===== src/rtl/lsc_pkg.sv =====
package lsc_pkg;

  localparam int SAMPLE_BITS = 24;
  localparam int FRAC_BITS   = 22;
  // +-4.0 with FRAC_BITS fraction bits, sign included
  localparam int HELD_W      = FRAC_BITS + 4;
  localparam int IN_GAIN_W   = 22;
  localparam int OUT_GAIN_W  = 17;
  localparam int GAIN_FRAC   = 16;
  localparam int WEIGHT_W    = 30;
  localparam int MUL_B_W     = WEIGHT_W;
  localparam int PROD_W      = HELD_W + MUL_B_W + 1;

  localparam int IN_SHIFT    = SAMPLE_BITS - 1 + GAIN_FRAC - FRAC_BITS;
  localparam int OUT_SHIFT   = FRAC_BITS + GAIN_FRAC - (SAMPLE_BITS - 1);
  localparam int BLEND_SHIFT = WEIGHT_W;

  localparam longint W_HARD   = 64'sd793586619;
  localparam longint W_SOFT   = (longint'(1) <<< WEIGHT_W) - W_HARD;
  localparam longint CLIP_Q30 = 64'sd1025415481;
  localparam longint CLIP_LVL = CLIP_Q30 >>> (WEIGHT_W - FRAC_BITS);
  localparam longint FOUR     = longint'(4) <<< FRAC_BITS;
  localparam longint K_RH     = CLIP_LVL * W_HARD;
  localparam longint K_RS     = CLIP_LVL * W_SOFT;
  localparam longint SMAX     = (longint'(1) <<< (SAMPLE_BITS - 1)) - 1;
  localparam longint SMIN     = -SMAX - 1;

  localparam int CFG_IDX_W  = 2;
  localparam int CFG_DATA_W = IN_GAIN_W;
  localparam logic [CFG_IDX_W-1:0] CFG_BYPASS   = CFG_IDX_W'(0);
  localparam logic [CFG_IDX_W-1:0] CFG_IN_GAIN  = CFG_IDX_W'(1);
  localparam logic [CFG_IDX_W-1:0] CFG_OUT_GAIN = CFG_IDX_W'(2);

  localparam logic [IN_GAIN_W-1:0]  IN_GAIN_RST  = IN_GAIN_W'(1 << GAIN_FRAC);
  localparam logic [OUT_GAIN_W-1:0] OUT_GAIN_RST = OUT_GAIN_W'(1 << GAIN_FRAC);

  typedef logic signed [SAMPLE_BITS-1:0] sample_t;
  typedef logic signed [HELD_W-1:0]      held_t;
  typedef logic signed [PROD_W-1:0]      prod_t;

  typedef enum logic [2:0] {
    OP_IN,
    OP_POS_X,
    OP_POS_H,
    OP_CLIP_P,
    OP_NEG_X,
    OP_NEG_H,
    OP_CLIP_N,
    OP_OUT
  } op_t;

  typedef struct packed {
    logic load;
    logic mul;
    logic wb;
    logic publish;
    op_t  op;
    logic ch;
  } dp_cmd_t;

  typedef struct packed {
    logic       bypass;
    logic [1:0] pos_flag;
    logic [1:0] neg_flag;
    logic       x_gt_clip;
    logic       x_lt_nclip;
    logic       x_lt_held;
    logic       x_gt_held;
  } dp_stat_t;

endpackage


===== src/rtl/lsc_in_if.sv =====
interface lsc_in_if;
  import lsc_pkg::*;

  logic    valid;
  logic    ready;
  sample_t left_sample;
  sample_t right_sample;

  modport source (output valid, output left_sample, output right_sample, input ready);
  modport sink   (input valid, input left_sample, input right_sample, output ready);
endinterface


===== src/rtl/lsc_out_if.sv =====
interface lsc_out_if;
  import lsc_pkg::*;

  logic    valid;
  logic    ready;
  sample_t left_out;
  sample_t right_out;

  modport source (output valid, output left_out, output right_out, input ready);
  modport sink   (input valid, input left_out, input right_out, output ready);
endinterface


===== src/rtl/lsc_cfg_if.sv =====
interface lsc_cfg_if;
  import lsc_pkg::*;

  logic                  valid;
  logic                  ready;
  logic [CFG_IDX_W-1:0]  index;
  logic [CFG_DATA_W-1:0] data;

  modport source (output valid, output index, output data, input ready);
  modport sink   (input valid, input index, input data, output ready);
endinterface


===== src/rtl/lookahead_soft_clipper_stereo.sv =====
// Each input pair takes N = 4..8 multiply ops (gain in, up to two blends, gain out, per
// channel); in bypass it skips them. One pair is in flight at a time: a new pair is
// accepted only once the last one is published. A single shared multiplier serves
// every op, each with a multiply step and a write-back step. A result held off
// at the output stalls the next computed pair until the output register frees up.
// Reset (rst_n low, synchronous): held samples and clip flags cleared, bypass off,
// both gains 1.0, no result pending.
module lookahead_soft_clipper_stereo (
  input logic       clk,
  input logic       rst_n,
  lsc_in_if.sink    in_chan,
  lsc_out_if.source out_chan,
  lsc_cfg_if.sink   cfg_chan
);
  import lsc_pkg::*;

  dp_cmd_t  cmd;
  dp_stat_t stat;

  assign cfg_chan.ready = 1'b1;

  lsc_ctrl u_ctrl (
    .clk       (clk),
    .rst_n     (rst_n),
    .in_valid  (in_chan.valid),
    .in_ready  (in_chan.ready),
    .out_valid (out_chan.valid),
    .out_ready (out_chan.ready),
    .stat      (stat),
    .cmd       (cmd)
  );

  lsc_dp u_dp (
    .clk       (clk),
    .rst_n     (rst_n),
    .cmd       (cmd),
    .cfg_we    (cfg_chan.valid && cfg_chan.ready),
    .cfg_idx   (cfg_chan.index),
    .cfg_data  (cfg_chan.data),
    .in_left   (in_chan.left_sample),
    .in_right  (in_chan.right_sample),
    .out_left  (out_chan.left_out),
    .out_right (out_chan.right_out),
    .stat      (stat)
  );

  // between transactions a channel never carries both clip flags
  a_flags_excl: assert property (@(posedge clk) disable iff (!rst_n)
    in_chan.ready |-> (stat.pos_flag & stat.neg_flag) == 2'b00)
    else $error("positive and negative clip flags both set");

  a_busy_no_accept: assert property (@(posedge clk) disable iff (!rst_n)
    (cmd.mul || cmd.wb) |-> !in_chan.ready)
    else $error("input ready while datapath busy");

  a_start: assert property (@(posedge clk) disable iff (!rst_n)
    (in_chan.valid && in_chan.ready && !stat.bypass) |=> cmd.mul)
    else $error("accepted transaction did not start processing");

  a_publish: assert property (@(posedge clk) disable iff (!rst_n)
    cmd.publish |=> out_chan.valid)
    else $error("published result not presented");

endmodule


===== src/rtl/lsc_dp.sv =====
module lsc_dp (
  input  logic                          clk,
  input  logic                          rst_n,
  input  lsc_pkg::dp_cmd_t              cmd,
  input  logic                          cfg_we,
  input  logic [lsc_pkg::CFG_IDX_W-1:0]  cfg_idx,
  input  logic [lsc_pkg::CFG_DATA_W-1:0] cfg_data,
  input  lsc_pkg::sample_t              in_left,
  input  lsc_pkg::sample_t              in_right,
  output lsc_pkg::sample_t              out_left,
  output lsc_pkg::sample_t              out_right,
  output lsc_pkg::dp_stat_t             stat
);
  import lsc_pkg::*;

  logic                  bypass_r;
  logic [IN_GAIN_W-1:0]  in_gain_r;
  logic [OUT_GAIN_W-1:0] out_gain_r;

  sample_t    smp_r [2];
  held_t      held_r [2];
  logic [1:0] pos_r;
  logic [1:0] neg_r;
  held_t      x_r;
  prod_t      p_r;
  sample_t    y_r [2];
  sample_t    out_left_r;
  sample_t    out_right_r;

  held_t              mul_a;
  logic [MUL_B_W-1:0] mul_b;
  prod_t              prod;
  prod_t              k;
  prod_t              sum;
  prod_t              sh_in;
  prod_t              sh_out;
  prod_t              sh_bl;
  held_t              x_in;
  held_t              blend;
  sample_t            y_sat;

  // multiplier operand select
  always_comb begin
    case (cmd.op)
      OP_IN: begin
        mul_a = held_t'(smp_r[cmd.ch]);
        mul_b = MUL_B_W'(in_gain_r);
      end
      OP_POS_X, OP_NEG_X: begin
        mul_a = x_r;
        mul_b = MUL_B_W'(W_SOFT);
      end
      OP_POS_H, OP_NEG_H: begin
        mul_a = held_r[cmd.ch];
        mul_b = MUL_B_W'(W_HARD);
      end
      OP_CLIP_P, OP_CLIP_N: begin
        mul_a = held_r[cmd.ch];
        mul_b = MUL_B_W'(W_SOFT);
      end
      OP_OUT: begin
        mul_a = held_r[cmd.ch];
        mul_b = MUL_B_W'(out_gain_r);
      end
      default: begin
        mul_a = x_r;
        mul_b = '0;
      end
    endcase
  end

  assign prod = mul_a * $signed({1'b0, mul_b});

  // clip-level term of the blend
  always_comb begin
    case (cmd.op)
      OP_POS_X, OP_CLIP_P: k = prod_t'(K_RH);
      OP_POS_H:            k = prod_t'(K_RS);
      OP_NEG_X, OP_CLIP_N: k = prod_t'(-K_RH);
      OP_NEG_H:            k = prod_t'(-K_RS);
      default:             k = '0;
    endcase
  end

  assign sum    = p_r + k;
  assign sh_in  = sum >>> IN_SHIFT;
  assign sh_out = sum >>> OUT_SHIFT;
  assign sh_bl  = sum >>> BLEND_SHIFT;

  assign x_in  = (sh_in > prod_t'(FOUR))  ? held_t'(FOUR) :
                 (sh_in < prod_t'(-FOUR)) ? held_t'(-FOUR) : held_t'(sh_in);
  assign blend = held_t'(sh_bl);
  assign y_sat = (sh_out > prod_t'(SMAX)) ? sample_t'(SMAX) :
                 (sh_out < prod_t'(SMIN)) ? sample_t'(SMIN) : sample_t'(sh_out);

  always_ff @(posedge clk) begin
    if (!rst_n) begin
      bypass_r   <= 1'b0;
      in_gain_r  <= IN_GAIN_RST;
      out_gain_r <= OUT_GAIN_RST;
      held_r[0]  <= '0;
      held_r[1]  <= '0;
      pos_r      <= '0;
      neg_r      <= '0;
    end else begin
      if (cfg_we) begin
        case (cfg_idx)
          CFG_BYPASS:   bypass_r   <= cfg_data[0];
          CFG_IN_GAIN:  in_gain_r  <= cfg_data[IN_GAIN_W-1:0];
          CFG_OUT_GAIN: out_gain_r <= cfg_data[OUT_GAIN_W-1:0];
          default: ;
        endcase
      end
      if (cmd.wb) begin
        case (cmd.op)
          OP_POS_X, OP_POS_H: begin
            held_r[cmd.ch] <= blend;
            pos_r[cmd.ch]  <= 1'b0;
          end
          OP_CLIP_P: pos_r[cmd.ch] <= 1'b1;
          OP_NEG_X, OP_NEG_H: begin
            held_r[cmd.ch] <= blend;
            neg_r[cmd.ch]  <= 1'b0;
          end
          OP_CLIP_N: neg_r[cmd.ch] <= 1'b1;
          OP_OUT:    held_r[cmd.ch] <= x_r;
          default: ;
        endcase
      end
    end
  end

  always_ff @(posedge clk) begin
    if (cmd.load) begin
      smp_r[0] <= in_left;
      smp_r[1] <= in_right;
      if (bypass_r) begin
        y_r[0] <= in_left;
        y_r[1] <= in_right;
      end
    end
    if (cmd.mul) begin
      p_r <= prod;
    end
    if (cmd.wb) begin
      case (cmd.op)
        OP_IN:                x_r <= x_in;
        OP_CLIP_P, OP_CLIP_N: x_r <= blend;
        OP_OUT:               y_r[cmd.ch] <= y_sat;
        default: ;
      endcase
    end
    if (cmd.publish) begin
      out_left_r  <= y_r[0];
      out_right_r <= y_r[1];
    end
  end

  assign out_left  = out_left_r;
  assign out_right = out_right_r;

  assign stat.bypass     = bypass_r;
  assign stat.pos_flag   = pos_r;
  assign stat.neg_flag   = neg_r;
  assign stat.x_gt_clip  = x_r > held_t'(CLIP_LVL);
  assign stat.x_lt_nclip = x_r < held_t'(-CLIP_LVL);
  assign stat.x_lt_held  = x_r < held_r[cmd.ch];
  assign stat.x_gt_held  = x_r > held_r[cmd.ch];

endmodule


===== src/rtl/lsc_ctrl.sv =====
module lsc_ctrl (
  input  logic              clk,
  input  logic              rst_n,
  input  logic              in_valid,
  output logic              in_ready,
  output logic              out_valid,
  input  logic              out_ready,
  input  lsc_pkg::dp_stat_t stat,
  output lsc_pkg::dp_cmd_t  cmd
);
  import lsc_pkg::*;

  typedef enum logic [1:0] {S_IDLE, S_MUL, S_WB, S_DONE} state_t;
  typedef enum logic [2:0] {
    STEP_IN, STEP_POS, STEP_CLIP_P, STEP_NEG, STEP_CLIP_N, STEP_OUT
  } step_t;

  state_t state_r, state_nxt;
  step_t  step_r, step_nxt;
  op_t    op_r, op_nxt;
  logic   ch_r, ch_nxt;
  logic   out_valid_r, out_valid_nxt;

  op_t  op_sel;
  logic pos_go, clipp_go, neg_go, clipn_go;

  // first op still needed from the current step on; unneeded steps are skipped
  assign pos_go   = (step_r <= STEP_POS)    && stat.pos_flag[ch_r];
  assign clipp_go = (step_r <= STEP_CLIP_P) && stat.x_gt_clip;
  assign neg_go   = (step_r <= STEP_NEG)    && stat.neg_flag[ch_r];
  assign clipn_go = (step_r <= STEP_CLIP_N) && stat.x_lt_nclip;

  always_comb begin
    if (step_r == STEP_IN) begin
      op_sel = OP_IN;
    end else if (pos_go) begin
      op_sel = stat.x_lt_held ? OP_POS_X : OP_POS_H;
    end else if (clipp_go) begin
      op_sel = OP_CLIP_P;
    end else if (neg_go) begin
      op_sel = stat.x_gt_held ? OP_NEG_X : OP_NEG_H;
    end else if (clipn_go) begin
      op_sel = OP_CLIP_N;
    end else begin
      op_sel = OP_OUT;
    end
  end

  always_comb begin
    state_nxt   = state_r;
    step_nxt    = step_r;
    op_nxt      = op_r;
    ch_nxt      = ch_r;
    cmd         = '0;
    cmd.ch      = ch_r;
    cmd.op      = op_r;
    case (state_r)
      S_IDLE: begin
        if (in_valid) begin
          cmd.load  = 1'b1;
          ch_nxt    = 1'b0;
          step_nxt  = STEP_IN;
          state_nxt = stat.bypass ? S_DONE : S_MUL;
        end
      end
      S_MUL: begin
        cmd.mul   = 1'b1;
        cmd.op    = op_sel;
        op_nxt    = op_sel;
        state_nxt = S_WB;
      end
      S_WB: begin
        cmd.wb = 1'b1;
        if (op_r == OP_OUT) begin
          if (ch_r) begin
            state_nxt = S_DONE;
          end else begin
            ch_nxt    = 1'b1;
            step_nxt  = STEP_IN;
            state_nxt = S_MUL;
          end
        end else begin
          case (op_r)
            OP_IN:              step_nxt = STEP_POS;
            OP_POS_X, OP_POS_H: step_nxt = STEP_CLIP_P;
            OP_CLIP_P:          step_nxt = STEP_NEG;
            OP_NEG_X, OP_NEG_H: step_nxt = STEP_CLIP_N;
            default:            step_nxt = STEP_OUT;
          endcase
          state_nxt = S_MUL;
        end
      end
      S_DONE: begin
        if (!out_valid_r || out_ready) begin
          cmd.publish = 1'b1;
          state_nxt   = S_IDLE;
        end
      end
      default: state_nxt = S_IDLE;
    endcase
    out_valid_nxt = cmd.publish ? 1'b1 : (out_ready ? 1'b0 : out_valid_r);
  end

  always_ff @(posedge clk) begin
    if (!rst_n) begin
      state_r     <= S_IDLE;
      step_r      <= STEP_IN;
      op_r        <= OP_IN;
      ch_r        <= 1'b0;
      out_valid_r <= 1'b0;
    end else begin
      state_r     <= state_nxt;
      step_r      <= step_nxt;
      op_r        <= op_nxt;
      ch_r        <= ch_nxt;
      out_valid_r <= out_valid_nxt;
    end
  end

  assign in_ready  = (state_r == S_IDLE);
  assign out_valid = out_valid_r;

endmodule

===== src/flat_wrapper.sv =====
// flat-port wrapper written by rule: the top's interface ports become plain ports
module lookahead_soft_clipper_stereo_flat import lsc_pkg::*;
  (clk, rst_n, in_chan_valid, in_chan_left_sample, in_chan_right_sample, in_chan_ready, out_chan_valid, out_chan_left_out, out_chan_right_out, out_chan_ready, cfg_chan_valid, cfg_chan_index, cfg_chan_data, cfg_chan_ready);
  lsc_in_if in_chan_i ();
  lsc_out_if out_chan_i ();
  lsc_cfg_if cfg_chan_i ();
  input logic clk;
  input logic rst_n;
  input wire logic [$bits(in_chan_i.valid)-1:0] in_chan_valid;
  input wire logic [$bits(in_chan_i.left_sample)-1:0] in_chan_left_sample;
  input wire logic [$bits(in_chan_i.right_sample)-1:0] in_chan_right_sample;
  output wire logic [$bits(in_chan_i.ready)-1:0] in_chan_ready;
  output wire logic [$bits(out_chan_i.valid)-1:0] out_chan_valid;
  output wire logic [$bits(out_chan_i.left_out)-1:0] out_chan_left_out;
  output wire logic [$bits(out_chan_i.right_out)-1:0] out_chan_right_out;
  input wire logic [$bits(out_chan_i.ready)-1:0] out_chan_ready;
  input wire logic [$bits(cfg_chan_i.valid)-1:0] cfg_chan_valid;
  input wire logic [$bits(cfg_chan_i.index)-1:0] cfg_chan_index;
  input wire logic [$bits(cfg_chan_i.data)-1:0] cfg_chan_data;
  output wire logic [$bits(cfg_chan_i.ready)-1:0] cfg_chan_ready;
  assign in_chan_i.valid = in_chan_valid;
  assign in_chan_i.left_sample = in_chan_left_sample;
  assign in_chan_i.right_sample = in_chan_right_sample;
  assign in_chan_ready = in_chan_i.ready;
  assign out_chan_valid = out_chan_i.valid;
  assign out_chan_left_out = out_chan_i.left_out;
  assign out_chan_right_out = out_chan_i.right_out;
  assign out_chan_i.ready = out_chan_ready;
  assign cfg_chan_i.valid = cfg_chan_valid;
  assign cfg_chan_i.index = cfg_chan_index;
  assign cfg_chan_i.data = cfg_chan_data;
  assign cfg_chan_ready = cfg_chan_i.ready;
  lookahead_soft_clipper_stereo u_core (.clk(clk), .rst_n(rst_n), .in_chan(in_chan_i), .out_chan(out_chan_i), .cfg_chan(cfg_chan_i));
endmodule

===== config.mk =====
export PLATFORM = sky130hd
export DESIGN_NAME = lookahead_soft_clipper_stereo_flat
export DESIGN_NICKNAME = d
export VERILOG_FILES = /design/src/rtl/lsc_pkg.sv /design/src/rtl/lsc_in_if.sv /design/src/rtl/lsc_out_if.sv /design/src/rtl/lsc_cfg_if.sv /design/src/rtl/lookahead_soft_clipper_stereo.sv /design/src/rtl/lsc_dp.sv /design/src/rtl/lsc_ctrl.sv /design/src/flat_wrapper.sv
export SDC_FILE = /design/constraint.sdc
export NUM_CORES = 2
export LEC_CHECK = 0
export ABC_AREA = 1
export BUFFER_PORTS_ARGS = -buffer_cell sky130_fd_sc_hd__buf_2
export CORE_ASPECT_RATIO = 1.1
export CORE_MARGIN = 2
export CORE_UTILIZATION = 53
export DETAILED_ROUTE_END_ITERATION = 16
export GPL_ROUTABILITY_DRIVEN = 0
export PLACE_DENSITY_LB_ADDON = 0.12
export SLEW_MARGIN = 20
export SYNTH_ARGS = -nofsm -noshare
export SYNTH_HDL_FRONTEND = slang
export SYNTH_SLANG_ARGS = --single-unit

===== constraint.sdc =====
create_clock -name clk -period 10.9 [get_ports clk]
set_input_delay 1.09 -clock clk [delete_from_list [all_inputs] [get_ports clk]]
set_output_delay 1.09 -clock clk [all_outputs]
set_load 0.005 [all_outputs]

==> impl_metrics.tcl <==
set metrics [dict create \
    status "finished, final reports clean" \
    fin_skew_ns 0.0262 \
    wl_per_cell_um 21.5 \
    fin_util_pct 59.3 \
    portBuffers 126 \
    fill_cells 7353 \
    drt-pass1-iter-count 5 \
    vias 35200 \
    ys_ff_latch 334 \
    remaining_drc_errors 0 \
    drtAntennaViolNets 0 \
    fin_crit_ns 10.48 \
    crit_type "reg2reg" \
    io_pins 128 \
    hpwlAfterDp_um 116000 \
    gr-usage-met2_pct 57.0 \
    hold_viol 0 \
    path_clk_slew_ns 0.08 \
    fin_nets 6429 \
    reg2reg_to "u_core.u_dp.p_r[56]$_DFFE_PP_" \
    grt_max_degree 58 \
    cp_slowest_cell "fa_1" \
    wl_um 139000 \
    yosysSeqAreaShare_pct 22.0 \
    hp-class "reg2reg" \
    worstPathArrival_ns 10.83 \
    grtUsageMet3_pct 4.93 \
    endpoint "u_core.u_dp.p_r[56]$_DFFE_PP_" \
    crit_top_cell "nand2_1" \
    fmax_mhz 95.4 \
    fin_ws_ns 0.415 \
    synthesis.nets 6218 \
    synth.lib_cells_used.distinct 62 \
    yosysMostFrequentCell "inv_1" \
    finalCritPeriodShare_pct 96.2 \
    antenna_found_initial 0 \
    hold_ws_ns 0.418 \
    netlist_area_um2 43200 \
    first_iter_violations 3072 \
    maxCapViolations 0 \
    crit_fanout 20 \
    finalSetupViolations 0 \
    min_path_cells 0 \
    cts_htree_levels 1 \
    start_kind "flip-flop" \
    finalSetupTns_ns 0 \
    synth_enable_flop_cells 279 \
    clockRootBuffer "clkbuf_16" \
    syn_area_per_cell_um2 8.33 \
    worstPathRequired_ns 11.24 \
    slew_violations 0 \
    syn_inst 5181 \
    synthTopCellsByCount "inv_1 (1205), nand2_1 (1125), fa_1 (652)" \
    tritoncts "done" \
    die_w_um 276 \
    async_reset_ff_share_pct 0 \
    synth_ff_type "edfxtp_1" \
    initial_core_util_pct 53.7 \
    ys_top_cells_by_area "fa_1 (30%), edfxtp_1 (19%), inv_1 (10%), nand2_1 (9.8%), ha_1 (8.9%)" \
    drive_gt1_share_pct 10.5 \
    yosys.area.top_type "fa_1" \
    grt.total_usage_pct 33.2 \
    cts_buffer_depth 3 \
    grt_setup_unrepaired "true" \
    fp.dieH_um 303 \
    pwr_density_cell_nw_per_um2 316 \
    max-vdd-ir-drop_mv 0.550 \
    ys_warn_count 0 \
    via_per_inst 5.45 \
    worstMarginPinSlew_ns 1.02 \
    max_slew_margin_pct 32.1 \
    cts_hold_buffers 0 \
    die_area_um2 83800 \
    rrSetupSlack_ns 0.42 \
    grtUsageMet1_pct 41.1 \
    end_kind "flip-flop" \
    synth_top_area_share_pct 30.2 \
    leakagePower_uw 0.0243 \
    pre_cts_ws_ns -0.486 \
    busiest_layer "met2" \
    r2r_cells 53 \
    core_region_area_um2 80500 \
    gr-total-overflow 0 \
    cts_sinks 334 \
    area_growth_pct 10.5 \
    num_rows 109 \
    first_global_vias 35700 \
    clk_latency_ns 0.61 \
    cts_inserted_buffers 30 \
    cp_slowest_stage_delay_ns 0.60 \
    grt_pass1_wl_um 210000 \
]
## logic make-up after synthesis
logic type | synth area share (%)
XOR/XNOR | 1.45
other | 0.00869
AND/OR/NAND/NOR | 17.9
AO/OA/AOI/OAI | 6.57
flip-flops | 22.0
multiplexers | 0.649
buffers and inverters | 12.3
adder cells (fa/ha/maj) | 39.2
## cell type report
| cell class | instances | area, um^2 | share of cell area, % |
|---|---|---|---|
| multi-input cells | 3463 | 28700 | 60.2 |
| flip-flops and latches | 334 | 9480 | 19.9 |
| inverters | 1221 | 4600 | 9.64 |
| repair buffers | 342 | 2470 | 5.17 |
| well taps | 1054 | 1320 | 2.76 |
| clock buffers | 33 | 762 | 1.60 |
| clock inverters | 23 | 344 | 0.721 |
| diodes | 1 | 2.50 | 0.00524 |
## worst min-delay path by stage
stage	startpoint	end
2_1_floorplan	u_core.u_dp.y_r[0][0]$_DFFE_PP_	out_chan_left_out[0]$_DFFE_PP_
3_3_place_gp	u_core.u_dp.y_r[1][1]$_DFFE_PP_	out_chan_right_out[1]$_DFFE_PP_
3_5_place_dp	u_core.u_dp.y_r[0][11]$_DFFE_PP_	out_chan_left_out[11]$_DFFE_PP_
4_1_cts	u_core.u_dp.y_r[0][12]$_DFFE_PP_	out_chan_left_out[12]$_DFFE_PP_
5_1_grt	u_core.u_dp.y_r[1][11]$_DFFE_PP_	out_chan_right_out[11]$_DFFE_PP_
6_report	u_core.u_dp.y_r[0][12]$_DFFE_PP_	out_chan_left_out[12]$_DFFE_PP_
## worst max-delay path: cells and delay by family (launching register included)
kind	cells	cell delay, ns
xor+xnor	1	0.09
compound gates	9	1.59
buf+inv	16	1.72
simple gates	17	1.86
mux	1	0.25
flops	1	0.46
fa+ha+maj	9	4.24
## placed cells by master (no fill, tap or decap), types with 18 or more instances in the layout
cell	instances
clkbuf_16	33
xor2_1	41
o21ai_0	153
xnor2_1	23
a21oi_1	186
inv_1	1192
nand3_2	24
buf_4	195
nand3_1	77
buf_2	126
nand2_2	40
ha_1	304
edfxtp_1	279
fa_1	652
o21a_1	23
mux2i_1	18
a31oi_1	32
nor2_1	538
dfxtp_1	54
nand2_1	1120
nor3_1	30
## metrics by stage
step / area (um^2) / total power [uW] / cells
after floorplan: 43200 / 8770 / 5181
final: 47700 / 15100 / 6471
after global routing: 47700 / 16300 / 6470
after detailed placement: 46000 / 13300 / 6386
after CTS: 47100 / 14600 / 6442
after global placement: 46000 / 13200 / 6386
## registers in the layout, indices dropped and copies added (netlist names), named ones only
register	count
u_core.u_dp.x_r	26
u_core.u_ctrl.state_r	2
u_core.u_dp.p_r	57
u_core.u_ctrl.ch_r	1
u_core.u_ctrl.op_r	3
u_core.u_dp.held_r	52
u_core.u_dp.out_gain_r	17
u_core.u_dp.bypass_r	1
u_core.u_ctrl.step_r	3
u_core.u_dp.y_r	48
out_chan_left_out	24
out_chan_right_out	24
u_core.u_dp.in_gain_r	22
u_core.u_ctrl.out_valid	1
u_core.u_dp.smp_r	48
## metal layers
layer / vias to the layer above / routed length (um)
met5: - / 0
met4: 0 / 8940
met3: 374 / 10500
met2: 1509 / 66100
met1: 17300 / 53300
li1: 16100 / -
## where the power goes
| part | switching (uW) | internal (uW) | total [uW] |
|---|---|---|---|
| logic | 7870 | 4060 | 11900 |
| clock network | 506 | 681 | 1190 |
| registers | 78.9 | 1900 | 1980 |
| total | 8450 | 6640 | 15100 |
## repair_timing
action,CTS,global route
buffers inserted,0,25
setup endpoints to repair,17,25
gates cloned,0,3
resized for setup,15,88
pin swaps,0,8
Power figures use the tool's default switching activity.
